**config.mk**
```make
export PLATFORM = sky130hd
export DESIGN_NAME = yuv_thumbnail_scaler_rgb_flat
export DESIGN_NICKNAME = d
export VERILOG_FILES = /design/src/design/yts_pkg.sv /design/src/design/yts_if.sv /design/src/design/yts_color.sv /design/src/design/yts_select.sv /design/src/design/yuv_thumbnail_scaler_rgb.sv /design/src/flat_wrapper.sv
export VERILOG_INCLUDE_DIRS = /design/src /design/src/design
export SDC_FILE = /design/constraint.sdc
export NUM_CORES = 1
export LEC_CHECK = 0
export ABC_AREA = 0
export ABC_CLOCK_PERIOD_IN_PS = 9050
export BUFFER_PORTS_ARGS = -buffer_cell sky130_fd_sc_hd__buf_4
export CORE_UTILIZATION = 30
export DETAILED_ROUTE_END_ITERATION = 8
export SLEW_MARGIN = 15
export SYNTH_ARGS = -nofsm -noshare
export SYNTH_HDL_FRONTEND = slang
export SYNTH_HIERARCHICAL = 1
export SYNTH_SLANG_ARGS = --single-unit
```
**constraint.sdc**
```tcl
create_clock -name i_clk -period 9.05 [get_ports i_clk]
set_clock_uncertainty 0.05 [all_clocks]
set_input_delay 1.81 -clock i_clk [delete_from_list [all_inputs] [get_ports i_clk]]
set_output_delay 1.81 -clock i_clk [all_outputs]
set_load 0.02 [all_outputs]
```
**src/design/assert_macros.svh**
```systemverilog
// ----------------------------------------------------------------------------
// Assertion macros
// Concurrent checks clocked on i_clk and quiet while i_rst_n is low.
// ----------------------------------------------------------------------------
`ifndef ASSERT_MACROS_SVH
`define ASSERT_MACROS_SVH

// Check that a consequent holds in the same cycle as its antecedent.
`define YTS_ASSERT_SAME(lbl, ante, cons, msg) \
    lbl: assert property (@(posedge i_clk) disable iff (!i_rst_n) \
        (ante) |-> (cons)) else $error(msg);

// Check that a consequent holds in the cycle after its antecedent.
`define YTS_ASSERT_NEXT(lbl, ante, cons, msg) \
    lbl: assert property (@(posedge i_clk) disable iff (!i_rst_n) \
        (ante) |=> (cons)) else $error(msg);

`endif

```
**src/design/yts_pkg.sv**
```systemverilog
`timescale 1ns / 1ps
`default_nettype none
// ----------------------------------------------------------------------------
// yts_pkg
// Shared sizes, payload types and color arithmetic of the thumbnail scaler.
// ----------------------------------------------------------------------------
package yts_pkg;

    localparam int THUMB_W     = 160;
    localparam int THUMB_H     = 120;
    localparam int MAX_SRC_DIM = 2048;

    localparam int PIX_W       = 8;
    localparam int DIM_W       = 12;
    localparam int CFG_ADDR_W  = 1;
    localparam int SRC_POS_W   = $clog2(MAX_SRC_DIM);
    localparam int THUMB_COL_W = $clog2(THUMB_W);
    localparam int THUMB_ROW_W = $clog2(THUMB_H + 1);
    localparam int COL_CMP_W   = DIM_W + THUMB_COL_W;
    localparam int ROW_CMP_W   = DIM_W + THUMB_ROW_W;

    // Reset values of the frame size registers.
    localparam logic [DIM_W-1:0] SRC_W_RST = DIM_W'(320);
    localparam logic [DIM_W-1:0] SRC_H_RST = DIM_W'(240);

    // Chroma gains scaled by 2^RECIP_SHIFT/1000 and rounded up; exact for
    // offsets up to 128 in magnitude.
    localparam int RECIP_W     = 19;
    localparam int RECIP_SHIFT = 18;
    localparam int SCALE_W     = 9;
    localparam int PROD_W      = RECIP_W + PIX_W;
    localparam logic [RECIP_W-1:0] RECIP_R_V = RECIP_W'(367526);
    localparam logic [RECIP_W-1:0] RECIP_G_U = RECIP_W'(90178);
    localparam logic [RECIP_W-1:0] RECIP_G_V = RECIP_W'(187171);
    localparam logic [RECIP_W-1:0] RECIP_B_U = RECIP_W'(464520);
    localparam int SUM_W       = 11;

    typedef enum logic [CFG_ADDR_W-1:0] {
        CFG_SRC_WIDTH  = 1'b0,
        CFG_SRC_HEIGHT = 1'b1
    } t_cfg_reg;

    typedef struct packed {
        logic [PIX_W-1:0] luma;
        logic [PIX_W-1:0] chroma_blue;
        logic [PIX_W-1:0] chroma_red;
        logic             frame_start;
    } t_pix;

    typedef struct packed {
        logic [PIX_W-1:0] red;
        logic [PIX_W-1:0] green;
        logic [PIX_W-1:0] blue;
    } t_rgb;

    typedef struct packed {
        t_rgb rgb;
        logic thumb_last;
    } t_res;

    typedef struct packed {
        logic emit;
        logic last;
    } t_sel;

    // Signed trunc((code - 128) * gain / 1000), gain given as its reciprocal.
    function automatic logic signed [SCALE_W-1:0] scale_chroma(
        input logic [PIX_W-1:0]   code,
        input logic [RECIP_W-1:0] recip
    );
        logic signed [SCALE_W-1:0] off;
        logic        [PIX_W-1:0]   mag;
        logic        [PROD_W-1:0]  prod;
        logic        [SCALE_W-1:0] quo;
        off  = $signed({1'b0, code}) - SCALE_W'(signed'(128));
        mag  = off[SCALE_W-1] ? PIX_W'(-off) : off[PIX_W-1:0];
        prod = PROD_W'(mag) * PROD_W'(recip);
        quo  = prod[RECIP_SHIFT +: SCALE_W];
        return off[SCALE_W-1] ? -$signed(quo) : $signed(quo);
    endfunction

    function automatic logic [PIX_W-1:0] clamp_u8(input logic signed [SUM_W-1:0] x);
        logic [PIX_W-1:0] y;
        if (x < 0) begin
            y = '0;
        end else if (x > SUM_W'(signed'(255))) begin
            y = '1;
        end else begin
            y = x[PIX_W-1:0];
        end
        return y;
    endfunction

endpackage
`default_nettype wire

```
**src/design/yts_if.sv**
```systemverilog
`timescale 1ns / 1ps
`default_nettype none
// ----------------------------------------------------------------------------
// yts channel interfaces
// Valid/ready channels for source pixels, RGB words and register writes.
// ----------------------------------------------------------------------------
interface yts_pix_if;
    import yts_pkg::*;
    logic             valid;
    logic             ready;
    logic [PIX_W-1:0] luma;
    logic [PIX_W-1:0] chroma_blue;
    logic [PIX_W-1:0] chroma_red;
    logic             frame_start;
    modport source (output valid, luma, chroma_blue, chroma_red, frame_start,
                    input ready);
    modport sink   (input valid, luma, chroma_blue, chroma_red, frame_start,
                    output ready);
endinterface

interface yts_rgb_if;
    import yts_pkg::*;
    logic             valid;
    logic             ready;
    logic [PIX_W-1:0] red;
    logic [PIX_W-1:0] green;
    logic [PIX_W-1:0] blue;
    logic             thumb_last;
    modport source (output valid, red, green, blue, thumb_last, input ready);
    modport sink   (input valid, red, green, blue, thumb_last, output ready);
endinterface

interface yts_cfg_if;
    import yts_pkg::*;
    logic                  valid;
    logic                  ready;
    logic [CFG_ADDR_W-1:0] addr;
    logic [DIM_W-1:0]      data;
    modport source (output valid, addr, data, input ready);
    modport sink   (input valid, addr, data, output ready);
endinterface
`default_nettype wire

```
**src/design/yts_color.sv**
```systemverilog
`timescale 1ns / 1ps
`default_nettype none
// ----------------------------------------------------------------------------
// yts_color
// YUV to RGB conversion with truncating gains and 0..255 clamp.
// ----------------------------------------------------------------------------
module yts_color (
    input  wire logic [yts_pkg::PIX_W-1:0] i_luma,
    input  wire logic [yts_pkg::PIX_W-1:0] i_chroma_blue,
    input  wire logic [yts_pkg::PIX_W-1:0] i_chroma_red,
    output yts_pkg::t_rgb                  o_rgb
);
    import yts_pkg::*;

    logic signed [SCALE_W-1:0] r_v;
    logic signed [SCALE_W-1:0] g_u;
    logic signed [SCALE_W-1:0] g_v;
    logic signed [SCALE_W-1:0] b_u;
    logic signed [SUM_W-1:0]   y_s;
    logic signed [SUM_W-1:0]   sum_r;
    logic signed [SUM_W-1:0]   sum_g;
    logic signed [SUM_W-1:0]   sum_b;

    assign r_v = scale_chroma(i_chroma_red, RECIP_R_V);
    assign g_u = scale_chroma(i_chroma_blue, RECIP_G_U);
    assign g_v = scale_chroma(i_chroma_red, RECIP_G_V);
    assign b_u = scale_chroma(i_chroma_blue, RECIP_B_U);

    assign y_s   = $signed(SUM_W'(i_luma));
    assign sum_r = y_s + SUM_W'(r_v);
    assign sum_g = y_s - SUM_W'(g_u) - SUM_W'(g_v);
    assign sum_b = y_s + SUM_W'(b_u);

    assign o_rgb.red   = clamp_u8(sum_r);
    assign o_rgb.green = clamp_u8(sum_g);
    assign o_rgb.blue  = clamp_u8(sum_b);

endmodule
`default_nettype wire

```
**src/design/yts_select.sv**
```systemverilog
`timescale 1ns / 1ps
`default_nettype none
`include "assert_macros.svh"
// ----------------------------------------------------------------------------
// yts_select
// Source and thumbnail position tracking and pixel selection.
// ----------------------------------------------------------------------------
module yts_select (
    input  wire logic                      i_clk,
    input  wire logic                      i_rst_n,
    input  wire logic                      i_adv,
    input  wire logic                      i_frame_start,
    input  wire logic [yts_pkg::DIM_W-1:0] i_src_w,
    input  wire logic [yts_pkg::DIM_W-1:0] i_src_h,
    output yts_pkg::t_sel                  o_sel
);
    import yts_pkg::*;

    logic [SRC_POS_W-1:0]   r_src_col,   n_src_col;
    logic [SRC_POS_W-1:0]   r_src_row,   n_src_row;
    logic [THUMB_COL_W-1:0] r_thumb_col, n_thumb_col;
    logic [THUMB_ROW_W-1:0] r_thumb_row, n_thumb_row;
    // Width and height seen when the pending target was chosen; the selected
    // source position is thumb_col*col_w/THUMB_W, thumb_row*row_h/THUMB_H.
    logic [DIM_W-1:0]       r_col_w,     n_col_w;
    logic [DIM_W-1:0]       r_row_h,     n_row_h;

    logic [SRC_POS_W-1:0]   c_src_col;
    logic [SRC_POS_W-1:0]   c_src_row;
    logic [THUMB_COL_W-1:0] c_thumb_col;
    logic [THUMB_ROW_W-1:0] c_thumb_row;
    logic [COL_CMP_W-1:0]   col_prod;
    logic [COL_CMP_W-1:0]   col_lo;
    logic [COL_CMP_W-1:0]   col_hi;
    logic [ROW_CMP_W-1:0]   row_prod;
    logic [ROW_CMP_W-1:0]   row_lo;
    logic [ROW_CMP_W-1:0]   row_hi;
    logic                   col_hit;
    logic                   row_hit;

    // Frame start zeroes every position before the pixel is judged.
    assign c_src_col   = i_frame_start ? '0 : r_src_col;
    assign c_src_row   = i_frame_start ? '0 : r_src_row;
    assign c_thumb_col = i_frame_start ? '0 : r_thumb_col;
    assign c_thumb_row = i_frame_start ? '0 : r_thumb_row;

    // floor(P/N) == s  <=>  s*N <= P <= s*N + N-1
    assign col_prod = COL_CMP_W'(c_thumb_col) * COL_CMP_W'(r_col_w);
    assign col_lo   = COL_CMP_W'(c_src_col) * COL_CMP_W'(THUMB_W);
    assign col_hi   = col_lo + COL_CMP_W'(THUMB_W - 1);
    assign col_hit  = (col_prod >= col_lo) && (col_prod <= col_hi);

    assign row_prod = ROW_CMP_W'(c_thumb_row) * ROW_CMP_W'(r_row_h);
    assign row_lo   = ROW_CMP_W'(c_src_row) * ROW_CMP_W'(THUMB_H);
    assign row_hi   = row_lo + ROW_CMP_W'(THUMB_H - 1);
    assign row_hit  = (row_prod >= row_lo) && (row_prod <= row_hi);

    assign o_sel.emit = (c_thumb_row < THUMB_ROW_W'(THUMB_H)) && col_hit && row_hit;
    assign o_sel.last = (c_thumb_col == THUMB_COL_W'(THUMB_W - 1))
                     && (c_thumb_row == THUMB_ROW_W'(THUMB_H - 1));

    always_comb begin
        n_src_col   = r_src_col;
        n_src_row   = r_src_row;
        n_thumb_col = r_thumb_col;
        n_thumb_row = r_thumb_row;
        n_col_w     = r_col_w;
        n_row_h     = r_row_h;
        if (i_adv) begin
            n_thumb_col = c_thumb_col;
            n_thumb_row = c_thumb_row;
            if (o_sel.emit) begin
                if (c_thumb_col == THUMB_COL_W'(THUMB_W - 1)) begin
                    n_thumb_col = '0;
                    n_thumb_row = c_thumb_row + 1'b1;
                    n_row_h     = i_src_h;
                end else begin
                    n_thumb_col = c_thumb_col + 1'b1;
                    n_col_w     = i_src_w;
                end
            end
            // Wrap at the line end; hold the row at its top value.
            if (DIM_W'(c_src_col) >= i_src_w - 1'b1) begin
                n_src_col = '0;
                n_src_row = (c_src_row < SRC_POS_W'(MAX_SRC_DIM - 1))
                          ? c_src_row + 1'b1 : c_src_row;
            end else begin
                n_src_col = c_src_col + 1'b1;
                n_src_row = c_src_row;
            end
        end
    end

    always_ff @(posedge i_clk) begin
        if (!i_rst_n) begin
            r_src_col   <= '0;
            r_src_row   <= '0;
            r_thumb_col <= '0;
            r_thumb_row <= '0;
            r_col_w     <= '0;
            r_row_h     <= '0;
        end else begin
            r_src_col   <= n_src_col;
            r_src_row   <= n_src_row;
            r_thumb_col <= n_thumb_col;
            r_thumb_row <= n_thumb_row;
            r_col_w     <= n_col_w;
            r_row_h     <= n_row_h;
        end
    end

    `YTS_ASSERT_SAME(a_frame_start_emits, i_adv && i_frame_start, o_sel.emit, "frame start pixel not selected")
    `YTS_ASSERT_NEXT(a_last_ends_thumb, i_adv && o_sel.emit && o_sel.last, r_thumb_row == THUMB_ROW_W'(THUMB_H), "thumbnail did not close after last pixel")
    `YTS_ASSERT_NEXT(a_row_monotonic, i_adv && !i_frame_start, r_src_row >= $past(r_src_row), "source row went back without frame start")

endmodule
`default_nettype wire

```
**src/design/yuv_thumbnail_scaler_rgb.sv**
```systemverilog
// Throughput: one source pixel per clock while the output is not stalled, set by
// the single pass from the input register through selection and color math into
// the output register.
// Reset: synchronous, active low; clears positions, valid flags and restores
// the frame size registers to 320 x 240.
`timescale 1ns / 1ps
`default_nettype none
// ----------------------------------------------------------------------------
// yuv_thumbnail_scaler_rgb
// Nearest-neighbor downscale of a YUV pixel stream to a fixed-size RGB
// thumbnail.
// ----------------------------------------------------------------------------
module yuv_thumbnail_scaler_rgb (
    input  wire logic i_clk,
    input  wire logic i_rst_n,
    yts_pix_if.sink   i_pix,
    yts_rgb_if.source o_rgb,
    yts_cfg_if.sink   i_cfg
);
    import yts_pkg::*;

    // Frame size registers, raw as written.
    logic [DIM_W-1:0] r_src_width,  n_src_width;
    logic [DIM_W-1:0] r_src_height, n_src_height;
    // Effective size: clamp to THUMB..MAX so only downscaling happens.
    logic [DIM_W-1:0] eff_w;
    logic [DIM_W-1:0] eff_h;

    // Input register: holds one source pixel until it is judged.
    logic r_in_valid, n_in_valid;
    t_pix r_in,       n_in;
    // Output register: holds one RGB word until the sink takes it.
    logic r_out_valid, n_out_valid;
    t_res r_out,       n_out;

    logic in_take;
    logic adv;
    t_sel sel;
    t_rgb rgb;

    // ---------------------------------------------------------------- config
    assign i_cfg.ready = 1'b1;

    always_comb begin
        n_src_width  = r_src_width;
        n_src_height = r_src_height;
        if (i_cfg.valid) begin
            unique case (t_cfg_reg'(i_cfg.addr))
                CFG_SRC_WIDTH:  n_src_width  = i_cfg.data;
                CFG_SRC_HEIGHT: n_src_height = i_cfg.data;
            endcase
        end
    end

    always_comb begin
        if (r_src_width < DIM_W'(THUMB_W)) begin
            eff_w = DIM_W'(THUMB_W);
        end else if (r_src_width > DIM_W'(MAX_SRC_DIM)) begin
            eff_w = DIM_W'(MAX_SRC_DIM);
        end else begin
            eff_w = r_src_width;
        end
        if (r_src_height < DIM_W'(THUMB_H)) begin
            eff_h = DIM_W'(THUMB_H);
        end else if (r_src_height > DIM_W'(MAX_SRC_DIM)) begin
            eff_h = DIM_W'(MAX_SRC_DIM);
        end else begin
            eff_h = r_src_height;
        end
    end

    // -------------------------------------------------------------- datapath
    // Advance the held pixel whenever the output register is free or drains
    // this cycle; a pixel that is not selected just retires.
    assign adv         = r_in_valid && (!r_out_valid || o_rgb.ready);
    assign i_pix.ready = !r_in_valid || adv;
    assign in_take     = i_pix.valid && i_pix.ready;

    yts_select u_select (
        .i_clk         (i_clk),
        .i_rst_n       (i_rst_n),
        .i_adv         (adv),
        .i_frame_start (r_in.frame_start),
        .i_src_w       (eff_w),
        .i_src_h       (eff_h),
        .o_sel         (sel)
    );

    yts_color u_color (
        .i_luma        (r_in.luma),
        .i_chroma_blue (r_in.chroma_blue),
        .i_chroma_red  (r_in.chroma_red),
        .o_rgb         (rgb)
    );

    always_comb begin
        n_in_valid = r_in_valid;
        n_in       = r_in;
        if (in_take) begin
            n_in_valid = 1'b1;
            n_in       = '{luma:        i_pix.luma,
                           chroma_blue: i_pix.chroma_blue,
                           chroma_red:  i_pix.chroma_red,
                           frame_start: i_pix.frame_start};
        end else if (adv) begin
            n_in_valid = 1'b0;
        end

        // Load a word on a selected pixel; otherwise drop the word once taken.
        n_out = r_out;
        if (adv) begin
            n_out_valid = sel.emit;
            if (sel.emit) begin
                n_out = '{rgb: rgb, thumb_last: sel.last};
            end
        end else begin
            n_out_valid = r_out_valid && !o_rgb.ready;
        end
    end

    always_ff @(posedge i_clk) begin
        if (!i_rst_n) begin
            r_src_width  <= SRC_W_RST;
            r_src_height <= SRC_H_RST;
            r_in_valid   <= 1'b0;
            r_out_valid  <= 1'b0;
        end else begin
            r_src_width  <= n_src_width;
            r_src_height <= n_src_height;
            r_in_valid   <= n_in_valid;
            r_out_valid  <= n_out_valid;
        end
    end

    // Payload registers need no reset.
    always_ff @(posedge i_clk) begin
        r_in  <= n_in;
        r_out <= n_out;
    end

    assign o_rgb.valid      = r_out_valid;
    assign o_rgb.red        = r_out.rgb.red;
    assign o_rgb.green      = r_out.rgb.green;
    assign o_rgb.blue       = r_out.rgb.blue;
    assign o_rgb.thumb_last = r_out.thumb_last;

endmodule
`default_nettype wire
```
**src/flat_wrapper.sv**
```systemverilog
// flat-port wrapper written by rule: the top's interface ports become plain ports
module yuv_thumbnail_scaler_rgb_flat import yts_pkg::*;
  (i_clk, i_rst_n, i_pix_valid, i_pix_luma, i_pix_chroma_blue, i_pix_chroma_red, i_pix_frame_start, i_pix_ready, o_rgb_valid, o_rgb_red, o_rgb_green, o_rgb_blue, o_rgb_thumb_last, o_rgb_ready, i_cfg_valid, i_cfg_addr, i_cfg_data, i_cfg_ready);
  yts_pix_if i_pix_i ();
  yts_rgb_if o_rgb_i ();
  yts_cfg_if i_cfg_i ();
  input  wire logic i_clk;
  input  wire logic i_rst_n;
  input wire logic [$bits(i_pix_i.valid)-1:0] i_pix_valid;
  input wire logic [$bits(i_pix_i.luma)-1:0] i_pix_luma;
  input wire logic [$bits(i_pix_i.chroma_blue)-1:0] i_pix_chroma_blue;
  input wire logic [$bits(i_pix_i.chroma_red)-1:0] i_pix_chroma_red;
  input wire logic [$bits(i_pix_i.frame_start)-1:0] i_pix_frame_start;
  output wire logic [$bits(i_pix_i.ready)-1:0] i_pix_ready;
  output wire logic [$bits(o_rgb_i.valid)-1:0] o_rgb_valid;
  output wire logic [$bits(o_rgb_i.red)-1:0] o_rgb_red;
  output wire logic [$bits(o_rgb_i.green)-1:0] o_rgb_green;
  output wire logic [$bits(o_rgb_i.blue)-1:0] o_rgb_blue;
  output wire logic [$bits(o_rgb_i.thumb_last)-1:0] o_rgb_thumb_last;
  input wire logic [$bits(o_rgb_i.ready)-1:0] o_rgb_ready;
  input wire logic [$bits(i_cfg_i.valid)-1:0] i_cfg_valid;
  input wire logic [$bits(i_cfg_i.addr)-1:0] i_cfg_addr;
  input wire logic [$bits(i_cfg_i.data)-1:0] i_cfg_data;
  output wire logic [$bits(i_cfg_i.ready)-1:0] i_cfg_ready;
  assign i_pix_i.valid = i_pix_valid;
  assign i_pix_i.luma = i_pix_luma;
  assign i_pix_i.chroma_blue = i_pix_chroma_blue;
  assign i_pix_i.chroma_red = i_pix_chroma_red;
  assign i_pix_i.frame_start = i_pix_frame_start;
  assign i_pix_ready = i_pix_i.ready;
  assign o_rgb_valid = o_rgb_i.valid;
  assign o_rgb_red = o_rgb_i.red;
  assign o_rgb_green = o_rgb_i.green;
  assign o_rgb_blue = o_rgb_i.blue;
  assign o_rgb_thumb_last = o_rgb_i.thumb_last;
  assign o_rgb_i.ready = o_rgb_ready;
  assign i_cfg_i.valid = i_cfg_valid;
  assign i_cfg_i.addr = i_cfg_addr;
  assign i_cfg_i.data = i_cfg_data;
  assign i_cfg_ready = i_cfg_i.ready;
  yuv_thumbnail_scaler_rgb u_core (.i_clk(i_clk), .i_rst_n(i_rst_n), .i_pix(i_pix_i), .o_rgb(o_rgb_i), .i_cfg(i_cfg_i));
endmodule
```
======== After elaboration in Yosys (flattened, before gate mapping) ========
Cells that the tools add are included.
operators by class
  add/sub/neg operators ................... 19
  multipliers ............................. 8
  muxes and demuxes ....................... 27
  magnitude comparators ................... 17
  reduce and logical (&&, ||, !) cells .... 19
  bitwise logic cells ..................... 2
  equality and inequality tests ........... 2
operators with widths
  kind                                                            number
  two-way mux 8 bit                                               8
  two-way mux 11 bit                                              5
  multiplier 8 x 18 -> 26 bit, second input constant              2
  multiplier 8 x 16 -> 24 bit, second input constant              2
  two-way mux 12 bit                                              4
  two-way mux 9 bit                                               4
  greater-than comparator 12 bit, second input constant           2
  adder 11 x 1 -> 11 bit, second input constant                   2
  two-way mux 7 bit                                               3
  adder 19 x 8 -> 20 bit, second input constant                   1
  adder 9 x 9 -> 10 bit                                           2
  greater-or-equal comparator 20 x 19 -> 1 bit                    1
  greater-than comparator 10 x 9 -> 1 bit, second input constant  2
  <= comparator 20 bit                                            1
  < comparator 10 x 1 -> 1 bit, second input constant             2
  multiplier 8 x 12 -> 20 bit                                     1
  adder 18 x 7 -> 19 bit, second input constant                   1
  greater-or-equal comparator 19 x 18 -> 1 bit                    1
  <= comparator 19 bit                                            1
  multiplier 7 x 12 -> 19 bit                                     1
  negation 9 bit                                                  2
  subtractor 8 x 8 -> 9 bit, second input constant                2
  negation 8 bit                                                  2
  multiplier 11 x 4 -> 15 bit, second input constant              1
  25 further kinds                                                41
storage, ports and cells
  flip-flop bits (word level) ............. 137
  output and inout port bits .............. 28
  bits of input ports ..................... 43

======== Longest topological paths before layout ========
Gate-level depths: netlist (run 1).
  depth after elaboration ................. 10
  depth in mapped cells ................... 39

======== Modules after synthesis ========
Netlist (run 1), hierarchy kept.
modules (own cells, without submodules)
  module                    area an instance (sq um)  times used  cells each  seq. area each (sq um)
  yts_select                12504.5                   1           1512        1221.2
  yts_color                 9107.5                    1           1117        0.0
  yuv_thumbnail_scaler_rgb  2702.6                    1           207         2021.9

======== Least setup slack after synthesis (run 1) ========
Ideal clock, no wire load.
  kind .................................... register to register
  start ................................... reg u_core/r_in[0] in the netlist's numbering
  end ..................................... reg u_core.r_out (netlist bit u_core/o_rgb.blue[0]), enable pin
  setup slack ............................. 0.622 ns
  required time ........................... 8.616 ns
  cell stages (with the launch flop) ...... 30
  data arrival time ....................... 7.994 ns
  period minus slack after synthesis ...... 8.428 ns
  setup time .............................. 0.384 ns
  cell sequence ........................... edfxtp_1 -> clkbuf_1 -> clkbuf_1 -> buf_1 -> nor2b_1 -> clkbuf_1 -> and2_1 -> fa_1 -> fa_1 -> inv_1 -> fa_1 -> fa_1 -> inv_1 -> ha_1 -> nor2b_1 -> o21a_1 -> o41ai_1 -> o211ai_1 -> a31oi_1 -> o21bai_1 -> xor2_1 -> ha_1 -> nand4_1 -> or3_1 -> nor4_1 -> a21oi_1 -> a211oi_1 -> or3b_4 -> inv_1 -> and3_1
RTL lines
  what                    line                             source
  from (decl)             yuv_thumbnail_scaler_rgb.sv:31   t_pix r_in, n_in;
  from (signal assigned)  yuv_thumbnail_scaler_rgb.sv:137  r_in <= n_in;
  to (signal assigned)    yuv_thumbnail_scaler_rgb.sv:138  r_out <= n_out;
  to (decl)               yuv_thumbnail_scaler_rgb.sv:34   t_res r_out, n_out;

==> impl_metrics.csv, run 1 <==
group,metric,value,unit
sta,setup_violations,0,
pwr,p_total,7.64,mW
worst_setup_path,cp.required,9.11,ns
pwr,p_leak,13.3,nW
synthesis,netlist_instances,2836,
status,status,"finished clean",
detailed_routing,via_count,19000,
detailed_routing,detail_route.wl_per_cell,14.7,um
detailed_routing,drt_pass1_iterations,5,
floorplan,num_rows,104,
clock_network,holdBufCountCts,0,
detailed_routing,ant_nets,0,
worst_setup_path,ff2ff_path_depth,27,
clock_network,numCtsBuffers,17,
sta,rsz0062_at_grt,"false",
floorplan,io_pins,71,
clock_network,cts_root_buf,"clkbuf_16",
sta,fin_tns_setup,0,ns
worst_setup_path,cp_max_fo,25,
hold_path,hp-class,"register to register",
finish,fin_nets,3574,
grt,grt_pass1_wl,97200,um
worst_setup_path,slowest_stage,"edfxtp_1",
floorplan,start_util,30.2,%
clock_network,clockBufferDepth,2,
grt,grt_pass1_vias,18900,
floorplan,die_h,287,um
sta,finalHoldViolCount,0,
place,portBuffers,69,
detailed_routing,wirelength,58100,um
worst_setup_path,r2r_end,"u_core/o_rgb.green[4]",
grt,grtUsageMet2,22.4,%
finish,nFillCells,8399,
detailed_routing,drt_iter0_drc,1024,
synthesis,yosysWarnings,6,
synthesis,synth_flop_cell,"dfxtp_1",
worst_setup_path,path_buf_inv,7,
grt,grt_use_total,14.6,%
synthesis,synth-edff-count,50,
grt,gr-total-overflow,0,
synthesis,yosysUniqueCellTypes,85,
clock_network,path_clk_slew,0.07,ns
finish,area_growth,10.3,%
worst_setup_path,cp-start-kind,"register",
synthesis,syn-num-nets,3523,
pwr,p_per_area,285,nW/um2
clock_network,clkLatencyLatePin,0.46,ns
sta,max-slew-margin-rel,34.2,%
clock_network,cts_tree,"done",
worst_setup_path,worstSetupPathType,"register to register",
place,gp_congestion,0.824,
grt,use_met3,1.98,%
worst_setup_path,cpMostUsedCell,"inv_1",
hold_path,min_path_cells,2,
detailed_routing,via_per_inst,4.81,
hold_path,worstHoldEndpoint,"u_core/u_select/r_src_col[10]",
worst_setup_path,r2r-start,"u_core/r_in[0]",
synthesis,syn_area,24300,um2
finish,diodes,0,
job,maxCapViolations,0,
grt,grt_start_max_net_pins,61,
worst_setup_path,path_delay_family,"adder cells",
sta,fmax,118,MHz
grt,top_usage_layer,"met2",
grt,grt_use_met1,21.5,%
clock_network,clock_sinks,137,
synthesis,avgSynthCellArea,8.57,um2
worst_setup_path,reg2reg_slack,0.58,ns
synthesis,async_flop_share,0,%
pwr,vdd_ir_drop_max,383,uV
floorplan,chipWidth,287,um
clock_network,htree_levels,4,
worst_setup_path,crit_path_end_kind,"register",
floorplan,die-area,82200,um2
floorplan,coreArea,80400,um2
grt,antenna_found_initial,2,
synthesis,synth_seq_area_share,13.3,%
hold_path,hp-start,"u_core/u_select/r_src_col[10]",
detailed_routing,drc_errors,0,
worst_setup_path,crit_path_max_incr_delay,0.79,ns
worst_setup_path,worstPathArrival,8.52,ns
sta,slew_violations,0,
sta,worstMarginPinSlew,0.984,ns
finish,drive_above_1_share,6.90,%
sta,timing.final.crit_share,93.5,%
sta,period_minus_slack,8.47,ns
synthesis,synth_seq_cells,137,
place,dp_hpwl,48100,um
## tightest hold or removal path: stages, from the launching register on
cell and delay (ns):
dfxtp_1 0.31, nand2_1 0.06, a21oi_1 0.05
## per-layer routing
metal  wire, um  vias up
met3       2330       30
met5         12        -
li1           -     9634
met2      25300      266
met4        614        2
met1      29800     9112
## power breakdown
part           total, mW  switching [mW]  internal (mW)
clock              0.746           0.328          0.418
sequential         0.880          0.0586          0.822
combinational       6.02            3.42           2.60
## cells in the mapped netlist, types with 5 or more instances
cell type | instances | area share, %
nand4b_1 | 5 | 0.18
a211oi_1 | 8 | 0.25
clkbuf_1 | 64 | 0.99
a21boi_0 | 31 | 0.96
and2_1 | 154 | 4.0
nor4_1 | 17 | 0.44
a2111o_1 | 6 | 0.28
o311ai_0 | 6 | 0.22
nand3_1 | 76 | 1.6
a311oi_1 | 5 | 0.18
edfxtp_1 | 50 | 6.2
xnor2_1 | 113 | 4.1
nor2_1 | 121 | 1.9
fa_1 | 213 | 18
mux2i_1 | 23 | 0.95
dfxtp_1 | 87 | 7.2
a21o_1 | 49 | 1.5
nand3b_1 | 8 | 0.25
ha_1 | 431 | 22
mux2_2 | 7 | 0.32
inv_1 | 426 | 6.6
o211ai_1 | 24 | 0.74
and3_1 | 16 | 0.41
a31o_2 | 5 | 0.18
buf_1 | 5 | 0.077
nand4_1 | 22 | 0.57
nor3_1 | 40 | 0.82
nand2_1 | 247 | 3.8
or2_2 | 15 | 0.39
nor2b_1 | 53 | 1.4
o22ai_1 | 5 | 0.13
o31ai_1 | 9 | 0.28
o21bai_1 | 17 | 0.52
a31oi_1 | 25 | 0.64
a21oi_1 | 149 | 3.1
xor2_1 | 66 | 2.4
or4_1 | 7 | 0.22
o21ai_0 | 78 | 1.6
buf_2 | 7 | 0.14
nand2b_1 | 29 | 0.75
o21a_1 | 20 | 0.62
and4_1 | 9 | 0.32
a211o_1 | 5 | 0.18
or3_1 | 10 | 0.26
## placed cells by master (no fill, tap or decap), types with 7 or more instances in the layout
| master | n |
|---|---|
| fa_1 | 213 |
| a211oi_1 | 8 |
| o21bai_1 | 17 |
| o211ai_1 | 24 |
| nand2_1 | 247 |
| xnor2_1 | 111 |
| clkbuf_16 | 17 |
| xor2_1 | 65 |
| or3_1 | 10 |
| o31ai_1 | 9 |
| o21a_1 | 20 |
| a31oi_1 | 23 |
| a21boi_0 | 30 |
| o21ai_0 | 76 |
| inv_1 | 426 |
| dfxtp_1 | 87 |
| nand2b_1 | 29 |
| mux2i_1 | 23 |
| or2_2 | 15 |
| buf_4 | 111 |
| and3_1 | 16 |
| and2_1 | 153 |
| nor2_1 | 121 |
| a21oi_1 | 149 |
| edfxtp_1 | 50 |
| nand4_1 | 22 |
| nor2b_1 | 52 |
| mux2_2 | 7 |
| nor4_1 | 17 |
| and4_1 | 9 |
| or4_1 | 7 |
| nor3_1 | 38 |
| ha_1 | 431 |
| nand3_1 | 76 |
| nand3b_1 | 8 |
| a21o_1 | 49 |
## worst max-delay path by stage
stage                        start               endpoint  slack, ns  cells past startpoint
floorplan           u_core/r_in[0]   u_core/o_rgb.blue[0]       0.62                     29
global placement    u_core/r_in[1]    u_core/o_rgb.red[1]       0.55                     38
detailed placement  u_core/r_in[1]    u_core/o_rgb.red[1]       0.39                     38
CTS                 u_core/r_in[1]    u_core/o_rgb.red[0]       0.33                     38
global route        u_core/r_in[1]    u_core/o_rgb.red[0]       0.01                     38
finish              u_core/r_in[0]  u_core/o_rgb.green[4]       0.58                     27
## cell families after synthesis
family          after synthesis  share of synthesized area, %
compound gates              487                          13.1
xor+xnor                    180                          6.54
fa+ha+maj                   644                          39.7
buf+inv                     505                          7.88
flops                       137                          13.3
mux                          30                          1.27
other cells                   2                        0.0309
simple gates                851                          18.1
## through the flow
| stage | setup WS [ns] | cells | utilization, % | instance area [um2] | hold WS (ns) |
|---|---|---|---|---|---|
| 2_1_floorplan | 0.622 | 2836 | - | 24300 | 0.386 |
| 3_3_place_gp | 0.554 | 3925 | 32.5 | 26100 | 0.396 |
| 3_5_place_dp | 0.394 | 3925 | 32.5 | 26100 | 0.401 |
| 4_1_cts | 0.329 | 3957 | 33.3 | 26700 | 0.412 |
| 5_1_grt | 0.00963 | 3960 | 33.3 | 26800 | 0.432 |
| 6_report | 0.584 | 3960 | 33.3 | 26800 | 0.408 |
## sequential cells by signal, indices dropped and copies added (netlist names), 11 cells and up
register and flops:
u_core/r_in 25, u_core/u_select/r_src_row 11, u_core/r_src_width 12, u_core/u_select/r_row_h 12, u_core/u_select/r_col_w 12, u_core/r_src_height 12
u_core/u_select/r_src_col 11
## area by class of cell
cell class              count  area [um2]  area share [%]
multi-input cells        2194       19200            71.6
flip-flops and latches    137        3240            12.1
inverters                 426        1600            5.96
well taps                1060        1330            4.95
repair buffers            111         833            3.11
clock buffers              17         425            1.59
clock inverters            15         181           0.677
## what timing repair did
item	4_1_cts	5_1_grt
buffers inserted	0	3
setup endpoints to repair	0	16
gates resized for setup	0	11
(Power assumes the default switching activity.)
==> run 2: changes to the inputs <==
ABC_CLOCK_PERIOD_IN_PS = 8300   (was 9050)
clock period = 8.3 ns   (was 9.05 ns; I/O delays follow)
==> run 2 against run 1 <==
  * Setup slack lost 0.16 ns
  * Register-to-register slack lost 0.16 ns
  * Power grew 14%
  * Critical path type unchanged
  * Worst hold slack gained 0.0013 ns
  * Sequential power grew 7.8%
  * Clock power grew 7.8%
==> impl_metrics.csv, run 2 (same netlist as run 1, synthesis figures left out) <==
group,metric,value,unit
worst_setup_path,crit_path_end_kind,"register",
detailed_routing,drt_iter0_drc,998,
worst_setup_path,cp_max_fo,8,
sta,whs,0.409,ns
worst_setup_path,r2r-start,"u_core/r_in[1]",
floorplan,start_util,30.2,%
clock_network,clockBufferDepth,2,
grt,grtUsageMet2,22.6,%
worst_setup_path,slowest_stage,"fa_1",
sta,rsz0062_at_grt,"true",
floorplan,io_pins,71,
clock_network,cts_tree,"done",
sta,fin_tns_setup,0,ns
job,maxCapViolations,0,
worst_setup_path,cp.required,8.48,ns
grt,use_met3,1.95,%
clock_network,clkLatencyLatePin,0.48,ns
pwr,vdd_ir_drop_max,515,uV
finish,drive_above_1_share,8.82,%
floorplan,coreArea,80400,um2
worst_setup_path,startpoint,"u_core/r_in[1]",
pwr,pwr-share-seq,10.9,%
grt,grt_use_total,14.6,%
clock_network,path_clk_slew,0.06,ns
pwr,switchingPower,4.29,mW
worst_setup_path,cp-start-kind,"register",
sta,worstMarginPinSlew,1.01,ns
finish,nFillCells,8369,
sta,finalHoldViolCount,0,
grt,antenna_found_initial,1,
grt,grt_pass1_wl,97400,um
detailed_routing,wirelength,58100,um
worst_setup_path,worstSetupPathType,"register to register",
grt,grt_use_met1,21.3,%
pwr,pwr-share-comb,79.9,%
floorplan,die-area,82200,um2
hold_path,hp-start,"u_core/u_select/r_src_col[10]",
grt,gr-total-overflow,0,
hold_path,hp-class,"register to register",
detailed_routing,via_per_inst,4.80,
worst_setup_path,cpMostUsedCell,"ha_1",
sta,max-slew-margin-rel,32.5,%
finish,fin_nets,3609,
grt,grt_pass1_vias,19100,
status,status,"finished clean",
detailed_routing,ant_nets,0,
clock_network,clock_sinks,137,
finish,diodes,0,
clock_network,cts_root_buf,"clkbuf_16",
detailed_routing,drc_errors,0,
finish,regMostFlops,"u_core/r_in",
pwr,internal_power,4.45,mW
pwr,p_per_area,321,nW/um2
sta,slew_violations,0,
clock_network,holdBufCountCts,0,
clock_network,numCtsBuffers,17,
grt,grt_start_max_net_pins,61,
sta,period_minus_slack,7.87,ns
worst_setup_path,crit_path_max_incr_delay,0.51,ns
sta,setup_violations,0,
floorplan,chipWidth,287,um
finish,most-common-layout-cells,"427 x ha_1, 425 x inv_1, 245 x nand2_1",
sta,timing.final.crit_share,94.9,%
detailed_routing,via_count,19200,
floorplan,num_rows,104,
place,portBuffers,69,
detailed_routing,drt_pass1_iterations,6,
floorplan,die_h,287,um
finish,largest_reg_flops,25,
grt,top_usage_layer,"met2",
finish,final_common_cell,"ha_1",
pwr,p_sw_share,49.1,%
worst_setup_path,worstPathArrival,8.05,ns
pwr,clkPwrFrac,9.2,%
pwr,p_leak,13.5,nW
detailed_routing,detail_route.wl_per_cell,14.5,um
finish,area_growth,12.0,%
place,dp_hpwl,48400,um
clock_network,htree_levels,4,
place,gp_congestion,0.859,
sta,fmax,127,MHz
run 2: cell type report:
class	instances	area [um2]	area share (%)
clock buffers	19	464	1.70
clock inverters	13	146	0.537
inverters	426	1600	5.87
multi-input cells	2194	19300	71.0
flip-flops and latches	137	3240	11.9
well taps	1060	1330	4.87
repair buffers	146	1110	4.07
run 2: path summary, 6_finish.rpt:
kind | endpoint | slack [ns] | depth (start not counted)
max | u_core/o_rgb.green[7] | 0.43 | 36
min reg2reg | u_core/u_select/r_src_col[10] | 0.41 | 2
max reg2reg | u_core/o_rgb.green[7] | 0.43 | 36
min | u_core/u_select/r_src_col[10] | 0.41 | 2
run 2: routing by layer:
layer  vias up  share of wire, %
met5         -                 0
met3        46               3.3
met4         0               1.3
met1      9169                52
met2       260                43
li1       9715                 -
run 2: critical path, delay by kind of cell (launching register included):
kind            cells  cell delay, ns
compound gates     10            1.93
fa+ha+maj           9            2.70
simple gates        8            1.19
xor+xnor            4            0.74
buf+inv             5            0.60
flops               1            0.43
run 2: power groups by stage:
stage                     clock [mW]  sequential, mW  combinational [mW]
final                          0.804           0.949                6.99
after detailed placement           0           0.966                6.65
after global routing           0.853           0.959                7.93
after floorplan                    0            1.02                5.01
after CTS                      0.829           0.953                6.70
after global placement             0           0.966                6.57
run 2: stage by stage:
| stage | area, um2 | cells | util [%] | power, mW | setup WS, ns |
|---|---|---|---|---|---|
| 5_1_grt | 27200 | 3995 | 33.9 | 9.74 | -0.116 |
| 3_5_place_dp | 26400 | 3954 | 32.8 | 7.61 | 0.0758 |
| 2_1_floorplan | 24300 | 2836 | - | 6.03 | 0.0632 |
| 6_report | 27200 | 3995 | 33.9 | 8.74 | 0.426 |
| 4_1_cts | 27000 | 3986 | 33.5 | 8.48 | 0.0484 |
| 3_3_place_gp | 26400 | 3954 | 32.8 | 7.54 | 0.252 |
run 2: what timing repair did:
action	CTS	global route
gates resized for setup	0	43
setup endpoints to repair	0	80
buffers inserted	0	9
==> run 3: changes to the inputs <==
ABC_CLOCK_PERIOD_IN_PS = 9030   (was 8300)
clock period = 9.03 ns   (was 8.3 ns; I/O delays follow)
==> run 3 against run 2 <==
  * Final cell count decreased by 0.98%
  * Critical path depth is 11 lower
  * Fmax decreased by 7.4%
  * Global-route usage about the same
  * Critical endpoint is now u_core/o_rgb.blue[1]
  * Die area unchanged
  * Sequential cell count did not move
  * Sequential share of layout area increased by 0.22 points
  * Setup slack better by 0.099 ns
  * Combinational power shrank 14%
==> impl_metrics.csv, run 3 (same netlist as run 1, synthesis figures left out) <==
group,metric,value,unit
sta,period_minus_slack,8.50,ns
grt,gr-total-overflow,0,
finish,nFillCells,8427,
worst_setup_path,r2r-start,"u_core/r_in[0]",
sta,setup_violations,0,
clock_network,clockBufferDepth,2,
clock_network,cts_root_buf,"clkbuf_16",
finish,fin_nets,3570,
place,gp_congestion,0.844,
sta,max-slew-margin-rel,32.1,%
clock_network,clock_sinks,137,
place,dp_hpwl,48200,um
sta,whs,0.411,ns
pwr,switchingPower,3.80,mW
clock_network,numCtsBuffers,17,
job,maxCapViolations,0,
worst_setup_path,slowest_stage,"nor2b_1",
finish,most-common-layout-cells,"431 x ha_1, 426 x inv_1, 247 x nand2_1",
detailed_routing,via_count,18900,
worst_setup_path,cp.required,9.09,ns
sta,finalHoldViolCount,0,
worst_setup_path,worstPathArrival,8.57,ns
worst_setup_path,cp_max_fo,25,
detailed_routing,drt_iter0_drc,1021,
detailed_routing,ant_nets,0,
pwr,pwr-share-comb,79.3,%
finish,post-route-util,33.3,%
floorplan,num_rows,104,
detailed_routing,drc_errors,0,
worst_setup_path,cp-start-kind,"register",
detailed_routing,drt_pass1_iterations,5,
grt,grt_pass1_wl,97000,um
sta,timing.final.crit_share,94.2,%
finish,regMostFlops,"u_core/r_in",
pwr,pwr-share-seq,11.6,%
clock_network,htree_levels,4,
pwr,p_sw_share,50.1,%
finish,largest_reg_flops,25,
clock_network,clkLatencyLatePin,0.46,ns
pwr,internal_power,3.78,mW
grt,grt_use_met1,21.5,%
pwr,vdd_ir_drop_max,431,uV
sta,worstMarginPinSlew,1.02,ns
detailed_routing,via_per_inst,4.78,
status,status,"finished clean",
floorplan,chipWidth,287,um
worst_setup_path,ff2ff_path_depth,25,
finish,drive_above_1_share,6.73,%
grt,grtUsageMet2,21.8,%
floorplan,die_h,287,um
floorplan,die-area,82200,um2
sta,fmax,118,MHz
pwr,p_per_area,283,nW/um2
pwr,clkPwrFrac,9.1,%
detailed_routing,wirelength,58200,um
worst_setup_path,reg2reg_slack,0.53,ns
finish,final_common_cell,"ha_1",
worst_setup_path,crit_path_end_kind,"register",
clock_network,path_clk_slew,0.07,ns
floorplan,coreArea,80400,um2
worst_setup_path,crit_path_max_incr_delay,0.74,ns
finish,final_cell_area,26700,um2
place,post_dp_cell_area,26100,um2
grt,antenna_found_initial,2,
clock_network,cts_tree,"done",
worst_setup_path,startpoint,"u_core/r_in[0]",
place,portBuffers,69,
floorplan,start_util,30.2,%
hold_path,hp-class,"register to register",
grt,use_met3,1.89,%
worst_setup_path,worstSetupPathType,"register to register",
grt,grt_start_max_net_pins,61,
grt,grt_use_total,14.6,%
grt,top_usage_layer,"met2",
pwr,p_leak,13.2,nW
sta,slew_violations,0,
worst_setup_path,endpoint,"u_core/o_rgb.blue[1]",
worst_setup_path,r2r_end,"u_core/o_rgb.blue[1]",
finish,diodes,0,
floorplan,io_pins,71,
grt,grt_pass1_vias,18700,
finish,area_growth,9.99,%
sta,rsz0062_at_grt,"false",
detailed_routing,detail_route.wl_per_cell,14.7,um
sta,fin_tns_setup,0,ns
run 3: changes by cell type in the layout (fill, tap and decap cells not counted), moves of 3 or more:
cell      before  now
ha_1         427  431
buf_4        145  107
a21boi_0      27   30
a21oi_1      144  149
a21oi_2        7    2
run 3: final cells by class:
cell class                      count  area [um2]  share of cell area (%)
Multi-Input combinational cell   2194       19200                    71.9
Sequential cell                   137        3240                    12.1
Inverter                          426        1600                    5.98
Tap cell                         1060        1330                    4.96
Timing Repair Buffer              107         803                    3.00
Clock buffer                       20         447                    1.67
Clock inverter                     12         103                   0.384
run 3: critical path, delay by kind of cell (launching register included):
kind,cells,cell delay [ns]
AO/OA/AOI/OAI,5,1.26
XOR/XNOR,1,0.18
adder cells (fa/ha/maj),6,2.74
buffers and inverters,5,0.66
flip-flops,1,0.66
AND/OR/NAND/NOR,8,2.57
run 3: repair_timing:
item                                    CTS  global route
resized for setup                         0            14
setup buffers                             0             1
endpoints found under the setup margin    0            16
hold buffers                              0             0
run 3: metrics by stage:
stage | worst slack, ns | total power, mW | instances
floorplan | 0.602 | 5.54 | 2836
global placement | 0.478 | 6.86 | 3923
detailed placement | 0.255 | 6.90 | 3923
CTS | 0.186 | 7.63 | 3955
global route | 0.0147 | 8.55 | 3956
finish | 0.525 | 7.58 | 3956
run 3: worst min path at each step:
stage / startpoint / cells after the start / to / slack (ns)
after global placement: u_core/u_select/r_src_col[1] / 2 / u_core/u_select/r_src_col[1] / 0.40
after detailed placement: u_core/u_select/r_src_col[10] / 2 / u_core/u_select/r_src_col[10] / 0.40
after global routing: u_core/u_select/r_src_col[10] / 2 / u_core/u_select/r_src_col[10] / 0.42
after floorplan: u_core/u_select/r_src_col[10] / 2 / u_core/u_select/r_src_col[10] / 0.39
final: u_core/u_select/r_thumb_row[1] / 2 / u_core/u_select/r_thumb_row[1] / 0.41
after CTS: u_core/u_select/r_src_col[10] / 2 / u_core/u_select/r_src_col[10] / 0.41
run 3: routing by layer:
metal | wire, um | share of wire [%] | vias to the layer above
met4 | 1140 | 2.0 | 2
met5 | 17 | 0.029 | -
li1 | - | - | 9611
met2 | 24600 | 42 | 249
met3 | 2210 | 3.8 | 51
met1 | 30200 | 52 | 9016
run 3: power by group through the flow:
stage	Sequential (mW)	Clock (mW)	Combinational, mW
floorplan	0.939	0	4.60
global placement	0.897	0	5.96
detailed placement	0.896	0	6.01
CTS	0.885	0.709	6.04
global route	0.892	0.730	6.93
finish	0.882	0.687	6.01
